--- src/rtl/tpc_pkg.sv ---
// ============================================================================
// Touch calibration package
// Shared constants, types and sequencer step codes for the calibration core.
// ============================================================================
package tpc_pkg;

    localparam int SAMPLE_W = 12;
    localparam int OUT_W    = 16;
    localparam int NUM_REGS = 6;
    localparam int INDEX_W  = 3;
    localparam int OPA_W    = 25;
    localparam int OPB_W    = 14;
    localparam int PROD_W   = OPA_W + OPB_W;
    localparam int ACC_W    = 40;
    localparam int DIV_W    = 28;
    localparam int COEF_W   = 24;
    localparam int TMP_W    = 25;
    localparam int DSH_W    = DIV_W - 1 + OUT_W - 1;

    localparam logic [INDEX_W-1:0] REG_SCREEN_X0 = 3'd0;
    localparam logic [INDEX_W-1:0] REG_SCREEN_Y0 = 3'd1;
    localparam logic [INDEX_W-1:0] REG_SCREEN_X1 = 3'd2;
    localparam logic [INDEX_W-1:0] REG_SCREEN_Y1 = 3'd3;
    localparam logic [INDEX_W-1:0] REG_SCREEN_X2 = 3'd4;
    localparam logic [INDEX_W-1:0] REG_SCREEN_Y2 = 3'd5;

    localparam logic signed [OPA_W-1:0] W_45  = 25'sd45;
    localparam logic signed [OPA_W-1:0] W_110 = 25'sd110;
    localparam logic signed [OPA_W-1:0] W_115 = 25'sd115;
    localparam logic signed [OPA_W-1:0] W_385 = 25'sd385;
    localparam logic signed [OPB_W-1:0] V_45  = 14'sd45;
    localparam logic signed [OPB_W-1:0] V_160 = 14'sd160;
    localparam logic signed [OPB_W-1:0] V_270 = 14'sd270;
    localparam logic signed [OPB_W-1:0] V_430 = 14'sd430;

    typedef logic [NUM_REGS-1:0][SAMPLE_W-1:0] scr_array_t;

    typedef enum logic [4:0] {
        STP_K0, STP_K1, STP_A, STP_B, STP_D0, STP_D1, STP_E0, STP_E1,
        STP_Q0, STP_Q1, STP_R0, STP_R1, STP_W0, STP_W1,
        STP_CX0, STP_CX1, STP_CX2, STP_CY0, STP_CY1, STP_CY2,
        STP_NX0, STP_NX1, STP_NY0, STP_NY1
    } step_t;

    typedef struct packed {
        logic  issue;
        step_t step;
    } mac_cmd_t;

endpackage

--- src/rtl/tpc_if.sv ---
// ============================================================================
// Touch calibration stream interfaces
// Valid/ready channels for raw samples and calibrated points.
// ============================================================================
interface tpc_sample_if
    import tpc_pkg::*;
();
    logic                valid;
    logic                ready;
    logic [SAMPLE_W-1:0] adc_sample;

    modport source (output valid, output adc_sample, input ready);
    modport sink (input valid, input adc_sample, output ready);
endinterface

interface tpc_point_if
    import tpc_pkg::*;
();
    logic             valid;
    logic             ready;
    logic [OUT_W-1:0] display_x;
    logic [OUT_W-1:0] display_y;
    logic             calibrated;

    modport source (output valid, output display_x, output display_y,
                    output calibrated, input ready);
    modport sink (input valid, input display_x, input display_y,
                  input calibrated, output ready);
endinterface

--- src/rtl/tpc_arith.sv ---
// ============================================================================
// Touch calibration multiply-accumulate unit
// One shared multiplier and accumulator that derive the coefficients and
// the two numerators, one product per issued step.
// ============================================================================
module tpc_arith
    import tpc_pkg::*;
(
    input  logic                     clk,
    input  logic                     rst_n,
    input  mac_cmd_t                 cmd,
    input  scr_array_t               scr,
    input  logic [SAMPLE_W-1:0]      raw_x,
    input  logic [SAMPLE_W-1:0]      raw_y,
    output logic signed [DIV_W-1:0]  k,
    output logic signed [ACC_W-1:0]  numx,
    output logic signed [ACC_W-1:0]  numy
);

    logic signed [OPB_W-1:0]  ux0, uy0, ux1, uy1, ux2, uy2, ux, uy;
    logic signed [OPB_W-1:0]  dx02, dx12, dy02, dy12, dy01, dx10;
    logic signed [OPA_W-1:0]  op_a;
    logic signed [OPB_W-1:0]  op_b;
    logic signed [PROD_W-1:0] prod_reg;
    mac_cmd_t                 ctl_reg;
    logic signed [ACC_W-1:0]  acc_reg;
    logic signed [ACC_W-1:0]  base;
    logic signed [ACC_W-1:0]  acc_next;
    logic                     first, last, sub;
    logic signed [DIV_W-1:0]  k_reg;
    logic signed [COEF_W-1:0] a_reg, b_reg, d_reg, e_reg;
    logic signed [TMP_W-1:0]  q_reg, r_reg, w_reg;
    logic signed [ACC_W-1:0]  c_reg, f_reg, numx_reg, numy_reg;

    assign ux0  = $signed({2'b00, scr[REG_SCREEN_X0]});
    assign uy0  = $signed({2'b00, scr[REG_SCREEN_Y0]});
    assign ux1  = $signed({2'b00, scr[REG_SCREEN_X1]});
    assign uy1  = $signed({2'b00, scr[REG_SCREEN_Y1]});
    assign ux2  = $signed({2'b00, scr[REG_SCREEN_X2]});
    assign uy2  = $signed({2'b00, scr[REG_SCREEN_Y2]});
    assign ux   = $signed({2'b00, raw_x});
    assign uy   = $signed({2'b00, raw_y});
    assign dx02 = ux0 - ux2;
    assign dx12 = ux1 - ux2;
    assign dy02 = uy0 - uy2;
    assign dy12 = uy1 - uy2;
    assign dy01 = uy0 - uy1;
    assign dx10 = ux1 - ux0;

    always_comb
    begin
        op_a = '0;
        op_b = '0;
        unique case (cmd.step)
            STP_K0:  begin op_a = OPA_W'(dx02);  op_b = dy12;  end
            STP_K1:  begin op_a = OPA_W'(dx12);  op_b = dy02;  end
            STP_A:   begin op_a = W_385;         op_b = dy01;  end
            STP_B:   begin op_a = W_385;         op_b = dx10;  end
            STP_D0:  begin op_a = W_115;         op_b = dy12;  end
            STP_D1:  begin op_a = W_110;         op_b = dy02;  end
            STP_E0:  begin op_a = W_110;         op_b = dx02;  end
            STP_E1:  begin op_a = W_115;         op_b = dx12;  end
            STP_Q0:  begin op_a = OPA_W'(ux0);   op_b = uy1;   end
            STP_Q1:  begin op_a = OPA_W'(ux1);   op_b = uy0;   end
            STP_R0:  begin op_a = OPA_W'(ux2);   op_b = uy0;   end
            STP_R1:  begin op_a = OPA_W'(ux0);   op_b = uy2;   end
            STP_W0:  begin op_a = OPA_W'(ux1);   op_b = uy2;   end
            STP_W1:  begin op_a = OPA_W'(ux2);   op_b = uy1;   end
            STP_CX0: begin op_a = r_reg;         op_b = V_45;  end
            STP_CX1: begin op_a = w_reg;         op_b = V_45;  end
            STP_CX2: begin op_a = q_reg;         op_b = V_430; end
            STP_CY0: begin op_a = r_reg;         op_b = V_270; end
            STP_CY1: begin op_a = w_reg;         op_b = V_45;  end
            STP_CY2: begin op_a = q_reg;         op_b = V_160; end
            STP_NX0: begin op_a = OPA_W'(a_reg); op_b = ux;    end
            STP_NX1: begin op_a = OPA_W'(b_reg); op_b = uy;    end
            STP_NY0: begin op_a = OPA_W'(d_reg); op_b = ux;    end
            STP_NY1: begin op_a = OPA_W'(e_reg); op_b = uy;    end
            default: begin op_a = '0;            op_b = '0;    end
        endcase
    end

    always_ff @(posedge clk)
    begin
        prod_reg <= PROD_W'(op_a) * PROD_W'(op_b);
    end

    always_ff @(posedge clk or negedge rst_n)
    begin
        if (!rst_n)
        begin
            ctl_reg <= '0;
        end
        else
        begin
            ctl_reg <= cmd;
        end
    end

    always_comb
    begin
        first = 1'b0;
        last  = 1'b0;
        sub   = 1'b0;
        unique case (ctl_reg.step) inside
            STP_K0, STP_Q0, STP_R0, STP_W0, STP_CX0, STP_CY0,
            STP_NX0, STP_NY0:           first = 1'b1;
            STP_A, STP_B:               begin first = 1'b1; last = 1'b1; end
            STP_D0:                     begin first = 1'b1; sub = 1'b1; end
            STP_E0:                     first = 1'b1;
            STP_K1, STP_Q1, STP_R1,
            STP_W1, STP_D1:             begin last = 1'b1; sub = 1'b1; end
            STP_E1, STP_CX2, STP_CY2,
            STP_NX1, STP_NY1:           last = 1'b1;
            STP_CX1, STP_CY1:           last = 1'b0;
            default:                    last = 1'b0;
        endcase
    end

    always_comb
    begin
        if (ctl_reg.step == STP_NX0)
        begin
            base = c_reg;
        end
        else if (ctl_reg.step == STP_NY0)
        begin
            base = f_reg;
        end
        else if (first)
        begin
            base = '0;
        end
        else
        begin
            base = acc_reg;
        end
        acc_next = sub ? base - ACC_W'(prod_reg) : base + ACC_W'(prod_reg);
    end

    always_ff @(posedge clk)
    begin
        if (ctl_reg.issue)
        begin
            acc_reg <= acc_next;
            if (last)
            begin
                case (ctl_reg.step)
                    STP_A:   a_reg    <= acc_next[COEF_W-1:0];
                    STP_B:   b_reg    <= acc_next[COEF_W-1:0];
                    STP_D1:  d_reg    <= acc_next[COEF_W-1:0];
                    STP_E1:  e_reg    <= acc_next[COEF_W-1:0];
                    STP_Q1:  q_reg    <= acc_next[TMP_W-1:0];
                    STP_R1:  r_reg    <= acc_next[TMP_W-1:0];
                    STP_W1:  w_reg    <= acc_next[TMP_W-1:0];
                    STP_CX2: c_reg    <= acc_next;
                    STP_CY2: f_reg    <= acc_next;
                    STP_NX1: numx_reg <= acc_next;
                    STP_NY1: numy_reg <= acc_next;
                    default: begin end
                endcase
            end
        end
    end

    always_ff @(posedge clk or negedge rst_n)
    begin
        if (!rst_n)
        begin
            k_reg <= '0;
        end
        else if (ctl_reg.issue && ctl_reg.step == STP_K1)
        begin
            k_reg <= acc_next[DIV_W-1:0];
        end
    end

    assign k    = k_reg;
    assign numx = numx_reg;
    assign numy = numy_reg;

endmodule

--- src/rtl/tpc_div.sv ---
// ============================================================================
// Touch calibration divider
// Signed divide, truncating toward zero, saturated to 0..65535, one
// quotient bit per cycle.
// ============================================================================
module tpc_div
    import tpc_pkg::*;
(
    input  logic                    clk,
    input  logic                    rst_n,
    input  logic                    start,
    input  logic signed [ACC_W-1:0] num,
    input  logic signed [DIV_W-1:0] den,
    output logic                    done,
    output logic [OUT_W-1:0]        quot
);

    logic                busy_reg, chk_reg, neg_reg, done_reg;
    logic [3:0]          cnt_reg;
    logic [ACC_W-1:0]    rem_reg;
    logic [DSH_W-1:0]    dsh_reg;
    logic [OUT_W-1:0]    q_reg;
    logic [ACC_W-1:0]    nmag;
    logic [DIV_W-2:0]    dmag;
    logic signed [DIV_W-1:0] dneg;
    logic                ge;

    assign nmag = num[ACC_W-1] ? ACC_W'(-num) : ACC_W'(num);
    assign dneg = -den;
    assign dmag = den[DIV_W-1] ? dneg[DIV_W-2:0] : den[DIV_W-2:0];
    assign ge   = {2'b00, rem_reg} >= dsh_reg;

    always_ff @(posedge clk or negedge rst_n)
    begin
        if (!rst_n)
        begin
            busy_reg <= 1'b0;
            chk_reg  <= 1'b0;
            done_reg <= 1'b0;
            cnt_reg  <= '0;
        end
        else
        begin
            done_reg <= 1'b0;
            if (start && !busy_reg)
            begin
                busy_reg <= 1'b1;
                chk_reg  <= 1'b1;
                cnt_reg  <= '0;
            end
            else if (busy_reg && chk_reg)
            begin
                chk_reg <= 1'b0;
                if (neg_reg || ({3'b000, rem_reg} >= {dsh_reg, 1'b0}))
                begin
                    busy_reg <= 1'b0;
                    done_reg <= 1'b1;
                end
            end
            else if (busy_reg)
            begin
                cnt_reg <= cnt_reg + 4'd1;
                if (cnt_reg == 4'd15)
                begin
                    busy_reg <= 1'b0;
                    done_reg <= 1'b1;
                end
            end
        end
    end

    always_ff @(posedge clk)
    begin
        if (start && !busy_reg)
        begin
            rem_reg <= nmag;
            dsh_reg <= {dmag, 15'b0};
            neg_reg <= num[ACC_W-1] ^ den[DIV_W-1];
            q_reg   <= '0;
        end
        else if (busy_reg && chk_reg)
        begin
            if (neg_reg)
            begin
                q_reg <= '0;
            end
            else
            begin
                q_reg <= '1;
            end
        end
        else if (busy_reg)
        begin
            if (ge)
            begin
                rem_reg <= rem_reg - dsh_reg[ACC_W-1:0];
            end
            q_reg   <= {q_reg[OUT_W-2:0], ge};
            dsh_reg <= dsh_reg >> 1;
        end
    end

    assign done = done_reg;
    assign quot = q_reg;

endmodule

--- src/rtl/touch_three_point_calibration_core.sv ---
// ============================================================================
// Touch three-point calibration core
// Pairs raw X/Y samples and maps each pair to display coordinates with an
// affine calibration derived from three touched reference points.
//
// Channel   Dir  Payload                              Transfer
// samples   in   adc_sample[11:0]                     valid & ready
// points    out  display_x, display_y, calibrated     valid & ready
// cfg       in   cfg_index[2:0], cfg_data[11:0]       cfg_we
//
// An X sample is only held. A Y sample runs the shared multiplier steps,
// first the calibration steps if the registers changed since the last point,
// then two divides of up to 16 steps; a zero divisor passes the raw pair.
// Reset clears the screen registers, the divisor and the X/Y pairing.
// A stalled result waits in the output register; the next sample is taken
// meanwhile, and a finished point waits for that register.
// ============================================================================
module touch_three_point_calibration_core
    import tpc_pkg::*;
(
    input  logic                clk,
    input  logic                rst_n,
    tpc_sample_if.sink          samples,
    tpc_point_if.source         points,
    input  logic                cfg_we,
    input  logic [INDEX_W-1:0]  cfg_index,
    input  logic [SAMPLE_W-1:0] cfg_data
);

    typedef enum logic [6:0] {
        S_IDLE  = 7'b0000001,
        S_CAL   = 7'b0000010,
        S_MAP   = 7'b0000100,
        S_FLUSH = 7'b0001000,
        S_DIVX  = 7'b0010000,
        S_DIVY  = 7'b0100000,
        S_OUT   = 7'b1000000
    } state_t;

    state_t                  state_reg;
    step_t                   step_reg;
    scr_array_t              scr_reg;
    logic                    phase_reg, dirty_reg, out_valid_reg;
    logic [SAMPLE_W-1:0]     held_x_reg, y_reg;
    logic [OUT_W-1:0]        rx_reg, ry_reg, dx_out_reg, dy_out_reg;
    logic                    rcal_reg, cal_out_reg;
    mac_cmd_t                cmd;
    logic signed [DIV_W-1:0] k;
    logic signed [ACC_W-1:0] numx, numy;
    logic                    div_start, div_done;
    logic [OUT_W-1:0]        quot;
    logic                    accept, abort, out_load;

    assign accept    = samples.valid && samples.ready;
    assign abort     = (state_reg == S_MAP) && (step_reg == STP_NX0) && (k == '0);
    assign out_load  = (state_reg == S_OUT) && (!out_valid_reg || points.ready);
    assign cmd.issue = (state_reg == S_CAL) || ((state_reg == S_MAP) && !abort);
    assign cmd.step  = step_reg;
    assign div_start = (state_reg == S_FLUSH) || ((state_reg == S_DIVX) && div_done);

    tpc_arith u_arith (
        .clk   (clk),
        .rst_n (rst_n),
        .cmd   (cmd),
        .scr   (scr_reg),
        .raw_x (held_x_reg),
        .raw_y (y_reg),
        .k     (k),
        .numx  (numx),
        .numy  (numy)
    );

    tpc_div u_div (
        .clk   (clk),
        .rst_n (rst_n),
        .start (div_start),
        .num   ((state_reg == S_FLUSH) ? numx : numy),
        .den   (k),
        .done  (div_done),
        .quot  (quot)
    );

    always_ff @(posedge clk or negedge rst_n)
    begin
        if (!rst_n)
        begin
            scr_reg   <= '0;
            dirty_reg <= 1'b0;
        end
        else if (cfg_we && (cfg_index < INDEX_W'(NUM_REGS)))
        begin
            scr_reg[cfg_index] <= cfg_data;
            dirty_reg          <= 1'b1;
        end
        else if (accept && phase_reg)
        begin
            dirty_reg <= 1'b0;
        end
    end

    always_ff @(posedge clk or negedge rst_n)
    begin
        if (!rst_n)
        begin
            state_reg     <= S_IDLE;
            step_reg      <= STP_K0;
            phase_reg     <= 1'b0;
            out_valid_reg <= 1'b0;
        end
        else
        begin
            if (out_load)
            begin
                out_valid_reg <= 1'b1;
            end
            else if (points.ready)
            begin
                out_valid_reg <= 1'b0;
            end
            unique case (state_reg)
                S_IDLE:
                begin
                    if (accept)
                    begin
                        phase_reg <= !phase_reg;
                        if (phase_reg)
                        begin
                            state_reg <= dirty_reg ? S_CAL : S_MAP;
                            step_reg  <= dirty_reg ? STP_K0 : STP_NX0;
                        end
                    end
                end
                S_CAL:
                begin
                    step_reg <= step_t'(step_reg + 5'd1);
                    if (step_reg == STP_CY2)
                    begin
                        state_reg <= S_MAP;
                    end
                end
                S_MAP:
                begin
                    if (abort)
                    begin
                        state_reg <= S_OUT;
                    end
                    else if (step_reg == STP_NY1)
                    begin
                        state_reg <= S_FLUSH;
                    end
                    else
                    begin
                        step_reg <= step_t'(step_reg + 5'd1);
                    end
                end
                S_FLUSH:
                begin
                    state_reg <= S_DIVX;
                end
                S_DIVX:
                begin
                    if (div_done)
                    begin
                        state_reg <= S_DIVY;
                    end
                end
                S_DIVY:
                begin
                    if (div_done)
                    begin
                        state_reg <= S_OUT;
                    end
                end
                S_OUT:
                begin
                    if (out_load)
                    begin
                        state_reg <= S_IDLE;
                    end
                end
                default:
                begin
                    state_reg <= S_IDLE;
                end
            endcase
        end
    end

    always_ff @(posedge clk)
    begin
        if (accept && !phase_reg)
        begin
            held_x_reg <= samples.adc_sample;
        end
        if (accept && phase_reg)
        begin
            y_reg <= samples.adc_sample;
        end
        if (abort)
        begin
            rx_reg   <= OUT_W'(held_x_reg);
            ry_reg   <= OUT_W'(y_reg);
            rcal_reg <= 1'b0;
        end
        if ((state_reg == S_DIVX) && div_done)
        begin
            rx_reg <= quot;
        end
        if ((state_reg == S_DIVY) && div_done)
        begin
            ry_reg   <= quot;
            rcal_reg <= 1'b1;
        end
        if (out_load)
        begin
            dx_out_reg  <= rx_reg;
            dy_out_reg  <= ry_reg;
            cal_out_reg <= rcal_reg;
        end
    end

    assign samples.ready     = (state_reg == S_IDLE);
    assign points.valid      = out_valid_reg;
    assign points.display_x  = dx_out_reg;
    assign points.display_y  = dy_out_reg;
    assign points.calibrated = cal_out_reg;

    a_state_onehot: assert property (@(posedge clk) disable iff (!rst_n)
        $onehot(state_reg))
        else $error("state register is not one-hot");

    a_y_starts_work: assert property (@(posedge clk) disable iff (!rst_n)
        (accept && phase_reg) |=> !samples.ready)
        else $error("Y sample did not start a mapping");

    a_x_no_result: assert property (@(posedge clk) disable iff (!rst_n)
        (accept && !phase_reg && !out_valid_reg) |=> !out_valid_reg)
        else $error("X sample produced a result");

    a_out_loads: assert property (@(posedge clk) disable iff (!rst_n)
        out_load |=> out_valid_reg)
        else $error("finished point was not presented");

endmodule

--- src/flat_wrapper.sv ---
// flat-port wrapper written by rule: the top's interface ports become plain ports
module touch_three_point_calibration_core_flat import tpc_pkg::*;
  (clk, rst_n, cfg_we, cfg_index, cfg_data, samples_valid, samples_adc_sample, samples_ready, points_valid, points_display_x, points_display_y, points_calibrated, points_ready);
  tpc_sample_if samples_i ();
  tpc_point_if points_i ();
  input  logic clk;
  input  logic rst_n;
  input  logic cfg_we;
  input  logic [INDEX_W-1:0] cfg_index;
  input  logic [SAMPLE_W-1:0] cfg_data;
  input wire logic [$bits(samples_i.valid)-1:0] samples_valid;
  input wire logic [$bits(samples_i.adc_sample)-1:0] samples_adc_sample;
  output wire logic [$bits(samples_i.ready)-1:0] samples_ready;
  output wire logic [$bits(points_i.valid)-1:0] points_valid;
  output wire logic [$bits(points_i.display_x)-1:0] points_display_x;
  output wire logic [$bits(points_i.display_y)-1:0] points_display_y;
  output wire logic [$bits(points_i.calibrated)-1:0] points_calibrated;
  input wire logic [$bits(points_i.ready)-1:0] points_ready;
  assign samples_i.valid = samples_valid;
  assign samples_i.adc_sample = samples_adc_sample;
  assign samples_ready = samples_i.ready;
  assign points_valid = points_i.valid;
  assign points_display_x = points_i.display_x;
  assign points_display_y = points_i.display_y;
  assign points_calibrated = points_i.calibrated;
  assign points_i.ready = points_ready;
  touch_three_point_calibration_core u_core (.clk(clk), .rst_n(rst_n), .samples(samples_i), .points(points_i), .cfg_we(cfg_we), .cfg_index(cfg_index), .cfg_data(cfg_data));
endmodule
--- config.mk ---
export PLATFORM = sky130hd
export DESIGN_NAME = touch_three_point_calibration_core_flat
export DESIGN_NICKNAME = d
export VERILOG_FILES = /design/src/rtl/tpc_pkg.sv /design/src/rtl/tpc_if.sv /design/src/rtl/tpc_arith.sv /design/src/rtl/tpc_div.sv /design/src/rtl/touch_three_point_calibration_core.sv /design/src/flat_wrapper.sv
export SDC_FILE = /design/constraint.sdc
export NUM_CORES = 2
export LEC_CHECK = 0
export ABC_CLOCK_PERIOD_IN_PS = 13450
export CAP_MARGIN = 20
export CORE_UTILIZATION = 39
export DETAILED_ROUTE_END_ITERATION = 6
export DONT_BUFFER_PORTS = 1
export GPL_TIMING_DRIVEN = 0
export MAX_ROUTING_LAYER = met4
export PLACE_DENSITY = 0.57
export SYNTH_ARGS = -nofsm -noshare
export SYNTH_HDL_FRONTEND = slang
export SYNTH_SLANG_ARGS = --single-unit
--- constraint.sdc ---
create_clock -name clk -period 13.45 [get_ports clk]
set_input_delay 1.345 -clock clk [delete_from_list [all_inputs] [get_ports clk]]
set_output_delay 1.345 -clock clk [all_outputs]
set_load 0.03 [all_outputs]
---- Word level (Yosys, flattened, before mapping) ----
Index checks and enable logic that the tools add are counted.
cells by class
  bitwise operators ....................... 2
  $lt $le $gt $ge ......................... 5
  equal/unequal tests ..................... 63
  multiply operators ...................... 1
  muxes and demuxes ....................... 64
  reduce and logical (&&, ||, !) cells .... 71
  $add $sub $neg .......................... 13
operators by type and width
  operator                                                          number
  40-bit two-way mux                                                10
  25-bit one-hot mux with 15 select lines                           1
  14-bit one-hot mux with 15 select lines                           1
  42-bit two-way mux                                                3
  16-bit two-way mux                                                7
  12-bit by 12-bit subtractor with 13-bit output                    6
  5-bit by 4-bit == test with 1-bit output (second input constant)  15
  5-bit == test (second input constant)                             15
  72-bit bitwise mux                                                1
  7-bit two-way mux                                                 8
  7-bit one-hot mux with 7 select lines                             1
  40-bit by 43-bit greater-or-equal comparator with 1-bit output    1
  40-bit by 42-bit greater-or-equal comparator with 1-bit output    1
  40-bit by 39-bit adder with 40-bit output                         1
  5-bit by 3-bit == test with 1-bit output (second input constant)  8
  40-bit negator                                                    1
  40-bit by 39-bit subtractor with 40-bit output                    1
  40-bit subtractor                                                 1
  25-bit by 14-bit multiplier with 39-bit output                    1
  12-bit demux with 3-bit select                                    1
  3-bit AND reduction                                               12
  2-bit OR reduction                                                16
  28-bit zero test                                                  1
  27-bit two-way mux                                                1
  40 further kinds                                                  105
word-level totals
  register bits after elaboration ......... 727
  output and inout bits ................... 35
  logic and storage cells ................. 263

---- Longest topological paths before layout ----
  depth after elaboration ................. 8
  gate-level depth with buffers ........... 44
  gate-level depth less buffers ........... 41

---- Cells and area by module ----
Synthesis repeated with hierarchy kept, for this count alone.
second synthesis, totals
  cell total of the unflattened synthesis .. 4,610
  area, all modules ....................... 50,034.2 sq um
modules (own cells, without submodules)
  module                              instances  area each (sq um)  cells each
  tpc_arith                           1          34,105.2           3,136
  tpc_div                             1          8,672.1            1,018
  touch_three_point_calibration_core  1          7,257.0            456

---- Worst setup path before layout ----
No wires, ideal clock.
  path kind ............................... flip-flop to flip-flop
  from .................................... register u_core.step_reg[1]
  to ...................................... register u_core.u_arith.prod_reg[38]
  path buffers ............................ 4
  period minus slack after synthesis ...... 10,249 ps
  cell stages (with the launch flop) ...... 42
  setup slack ............................. 3,201 ps
  data arrival time ....................... 10,177 ps
  path through ............................ dfrtp_1 -> inv_1 -> ha_1 -> clkbuf_1 -> and2_1 -> clkbuf_1 -> buf_1 -> nand2_1 -> o21ai_0 -> ha_1 -> inv_1 -> fa_1 -> a21o_1 -> a21oi_2 -> o21bai_1 -> a2111oi_0 -> nor3_1 -> a31oi_1 -> [... 6 more ...] -> fa_1 -> fa_1 -> fa_1 -> fa_1 -> inv_1 -> fa_1 -> inv_1 -> ha_1 -> a211oi_1 -> nor2_1 -> o311ai_0 -> a21oi_1 -> a311oi_2 -> a21oi_1 -> a2111oi_0 -> o21bai_1 -> a21oi_1 -> xnor2_1
on the way
  longest elaborated chain between the ends .. 4
ends and longest elaborated chain
  what                                                                                                       RTL line                                   source
  from (decl)                                                                                                touch_three_point_calibration_core.sv:41   step_t step_reg;
  from (signal assigned)                                                                                     touch_three_point_calibration_core.sv:129  step_reg <= dirty_reg ? STP_K0 : STP_NX0;
  from (signal assigned)                                                                                     touch_three_point_calibration_core.sv:135  step_reg <= step_t'(step_reg + 5'd1);
  from (signal assigned)                                                                                     touch_three_point_calibration_core.sv:153  step_reg <= step_t'(step_reg + 5'd1);
  5-bit == test (tied with other cells)                                                                      tpc_arith.sv:54                            unique case (cmd.step)
  3-bit OR reduction (no source line) / 2-bit OR reduction (equally long branches)                           n/a
  14-bit one-hot mux with 15 select lines / 25-bit one-hot mux with 15 select lines (equally long branches)  tpc_arith.sv:54
  25-bit by 14-bit multiplier with 39-bit output *                                                           tpc_arith.sv:85                            prod_reg <= PROD_W'(op_a) * PROD_W'(op_b);
  to (signal assigned)                                                                                       tpc_arith.sv:85
  to (decl)                                                                                                  tpc_arith.sv:24                            logic signed [PROD_W-1:0] prod_reg;
Every way passes the cells marked *; elsewhere a longest branch is shown, timed or not.
A chain may end at the register's enable or synchronous reset.

---- Final worst setup path ----
  from .................................... register u_core.step_reg[0]
  to ...................................... register u_core.u_arith.prod_reg[38]
The elaborated chain is that of the path after synthesis.

==> summary.txt <==
Finish
  • Commonest non-fill, non-tap cell in the layout: edfxtp_1
  • Register Area: 20500 µm²
  • Area of the multi-input gates: 26600 µm²
  • # fillers: 12.0k
  • Most frequent cells in the layout: edfxtp_1, nand2_1, inv_1, fa_1, ha_1
  • Post-Layout Inst Area: 54900 µm²
  • Share of layout cells above drive strength 1: 7.62%
  • Layout Nets: 5396
  • Layout Utilization: 43.6%
  • Max FFs per register: 72
  • Area delta synth->final: 10.8%

Synth
  • Cells after Synth: 4627
  • Seq cells post-synth: 727
  • Largest cells by area after synthesis: edfxtp_1, fa_1, ha_1
  • Ys async rst share: 17.6%
  • Post-Syn Nets: 5269
  • Post-Syn Area: 49500 µm²
  • Top FF cell, synth: edfxtp_1
  • Mean Syn Cell Area: 10.7 µm²
  • Post-synth top area cell: edfxtp_1
  • Synth warn: 0
  • Synth cell types: 96
  • Yosys top cell area share: 32.0%
  • Post-synthesis sequential area ratio: 41.3%
  • EDFF count, synth: 528

Routing
  • Initial DRC Count: 3259
  • DR WL/cell: 23.2 µm
  • Drt drc: 1
  • DR pass1 iterations: 7
  • ANT nets after route: 0
  • Vias per Instance: 5.57
  • Vias: 36.1k
  • Drt total wl: 150 mm

Worst setup path
  • Worst r2r src: u_core.step_reg[0]$_DFFE_PN0P_
  • Setup Crit Path Kind: reg2reg
  • Slowest-stage cell, CP: a221oi_1
  • Critical path required time: 14010 ps
  • CP Capture Type: register
  • Worst r2r path cells: 41
  • Critical Path End: u_core.u_arith.prod_reg[38]$_DFF_P_
  • Crit path largest cell delay: 690 ps
  • Critical path buffers and inverters: 8
  • Levels on crit path: 41
  • Top delay family on crit path: adder cells
  • CP Data Arrival Time: 13230 ps
  • RR Endpoint: u_core.u_arith.prod_reg[38]$_DFF_P_
  • Max Fanout on Critical Path: 10
  • Worst reg2reg setup slack: 780 ps
  • Critical path startpoint category: register
  • CP dominant cell by count: fa_1
  • Timing startpoint of the critical path: u_core.step_reg[0]$_DFFE_PN0P_

GRT
  • Overall Global Routing Usage: 24.2%
  • Largest net degree at the start of global routing: 129
  • Initial antenna violation count: 7
  • First-pass GRT wire length: 227 mm
  • GRT overflow: 0
  • Vias in the first global route: 36.0k

Status
  • Failing checks: design-rule violations
  • Status: complete, but fails checks

Clock network
  • Cts bufs inserted: 80
  • Clk_lat worst skew: 650 ps
  • Post-CTS setup buffers: 0
  • Clock Path Buffers: 3
  • Worst-path clk slew: 60 ps
  • CTS tree: built
  • Htree depth: 3
  • Hold Buf Count CTS: 0
  • CTS Sinks: 727
  • Root buffer cell: clkbuf_16

Timing
  • Period Utilization, post-route: 94.2%
  • Max-slew violations: 0
  • Worst Tran Pin Value: 1290 ps
  • Fmax: 78.9 MHz
  • Setup-failing EPs final: 0
  • RSZ-0062 raised after global routing: no
  • Layout Skew: 25.6 ps
  • Setup TNS: 0 ps
  • Period minus WS final: 12670 ps
  • Rel. slew slack: 13.6%
  • Final hold vios: 0

Floorplanning
  • Die area: 128000 µm²
  • Starting Density: 39.4%
  • CORE AREA: 126000 µm²
  • Die height: 358 µm
  • # rows: 130
  • Ports: 67
  • Die W: 358 µm

Worst hold path
  • HP Class: in2async

Placement
  • Post-DP HPWL: 118 mm
  • GPL Wtd Cong: 0.943
  • IO Port Bufs: 0
  • DP Area: 52300 µm²

Run
  • Maximum capacitance violations: 0
[worst min-delay path by stage]
stage | startpoint | end | cells past startpoint
6_report | rst_n | u_core.scr_reg[31]$_DFFE_PN0P_ | 0
5_1_grt | rst_n | u_core.scr_reg[32]$_DFFE_PN0P_ | 0
4_1_cts | rst_n | u_core.scr_reg[31]$_DFFE_PN0P_ | 0
3_5_place_dp | u_core.ry_reg[12]$_SDFFCE_PN0P_ | u_core.points.display_y[12]$_DFFE_PP_ | 0
3_3_place_gp | u_core.rx_reg[14]$_SDFFCE_PN0P_ | u_core.points.display_x[14]$_DFFE_PP_ | 0
2_1_floorplan | u_core.step_reg[3]$_DFFE_PN0P_ | u_core.u_arith.ctl_reg[3]$_DFF_PN0_ | 0
[synth_stat cells (18+ instances only)]
cell,n
dfrtp_1,127
edfxtp_1,528
and3_1,31
o21bai_1,22
xnor2_1,123
o31ai_1,24
a31oi_1,22
nor3_1,72
nand2b_1,47
inv_1,493
a21oi_1,234
o21a_1,30
nor2b_1,102
mux2i_1,59
or3_1,22
nor2_1,262
ha_1,275
a22oi_1,48
a221oi_1,21
o22ai_1,33
fa_1,335
a222oi_1,75
and2_1,35
mux2_2,100
nand4_1,26
nand3_1,61
nor4_1,23
o21ai_0,189
xor2_1,132
o211ai_1,24
clkbuf_1,144
dfxtp_1,71
nand2_1,496
a21o_1,86
buf_2,18
[cells by family after synthesis]
group | count (synthesis) | share of synthesized area [%]
buffers and inverters | 675 | 5.26
AND/OR/NAND/NOR | 1248 | 11.9
XOR/XNOR | 255 | 4.51
multiplexers | 159 | 3.46
AO/OA/AOI/OAI | 953 | 13.1
adder cells (fa/ha/maj) | 610 | 20.5
flip-flops | 727 | 41.3
[cell type report]
| class | instances | area share, % |
|---|---|---|
| antenna | 1 | 0.00456 |
| buffer | 181 | 1.37 |
| clock buffer | 106 | 4.01 |
| clock inverter | 41 | 0.743 |
| inverter | 494 | 3.38 |
| multi-input combinational | 3225 | 48.5 |
| sequential | 727 | 37.3 |
| tap | 1650 | 3.76 |
| timing repair buffer | 45 | 0.898 |
[through the flow]
step	hold WS [ps]	cells	worst slack [ps]
after detailed placement	405	6320	586
after global routing	369	6470	231
after global placement	402	6277	454
after CTS	365	6467	491
final	397	6470	777
after floorplan	349	4627	3200
[layer usage]
metal | wire length [µm] | track usage [%] | part of all wire [%]
met5 | 0 | - | 0
met4 | 3220 | 5.69 | 2.1
met3 | 8610 | 2.52 | 5.7
met2 | 70500 | 38.5 | 47
met1 | 67500 | 33.3 | 45
[timing repair]
| action | CTS | global route |
|---|---|---|
| gates resized for setup | 0 | 1 |
| endpoints found under the setup margin | 0 | 1 |
| hold endpoints to repair | 0 | 0 |
Power is not shown: default switching activity piles up to over one toggle a cycle in this logic, so the estimate is an artifact.
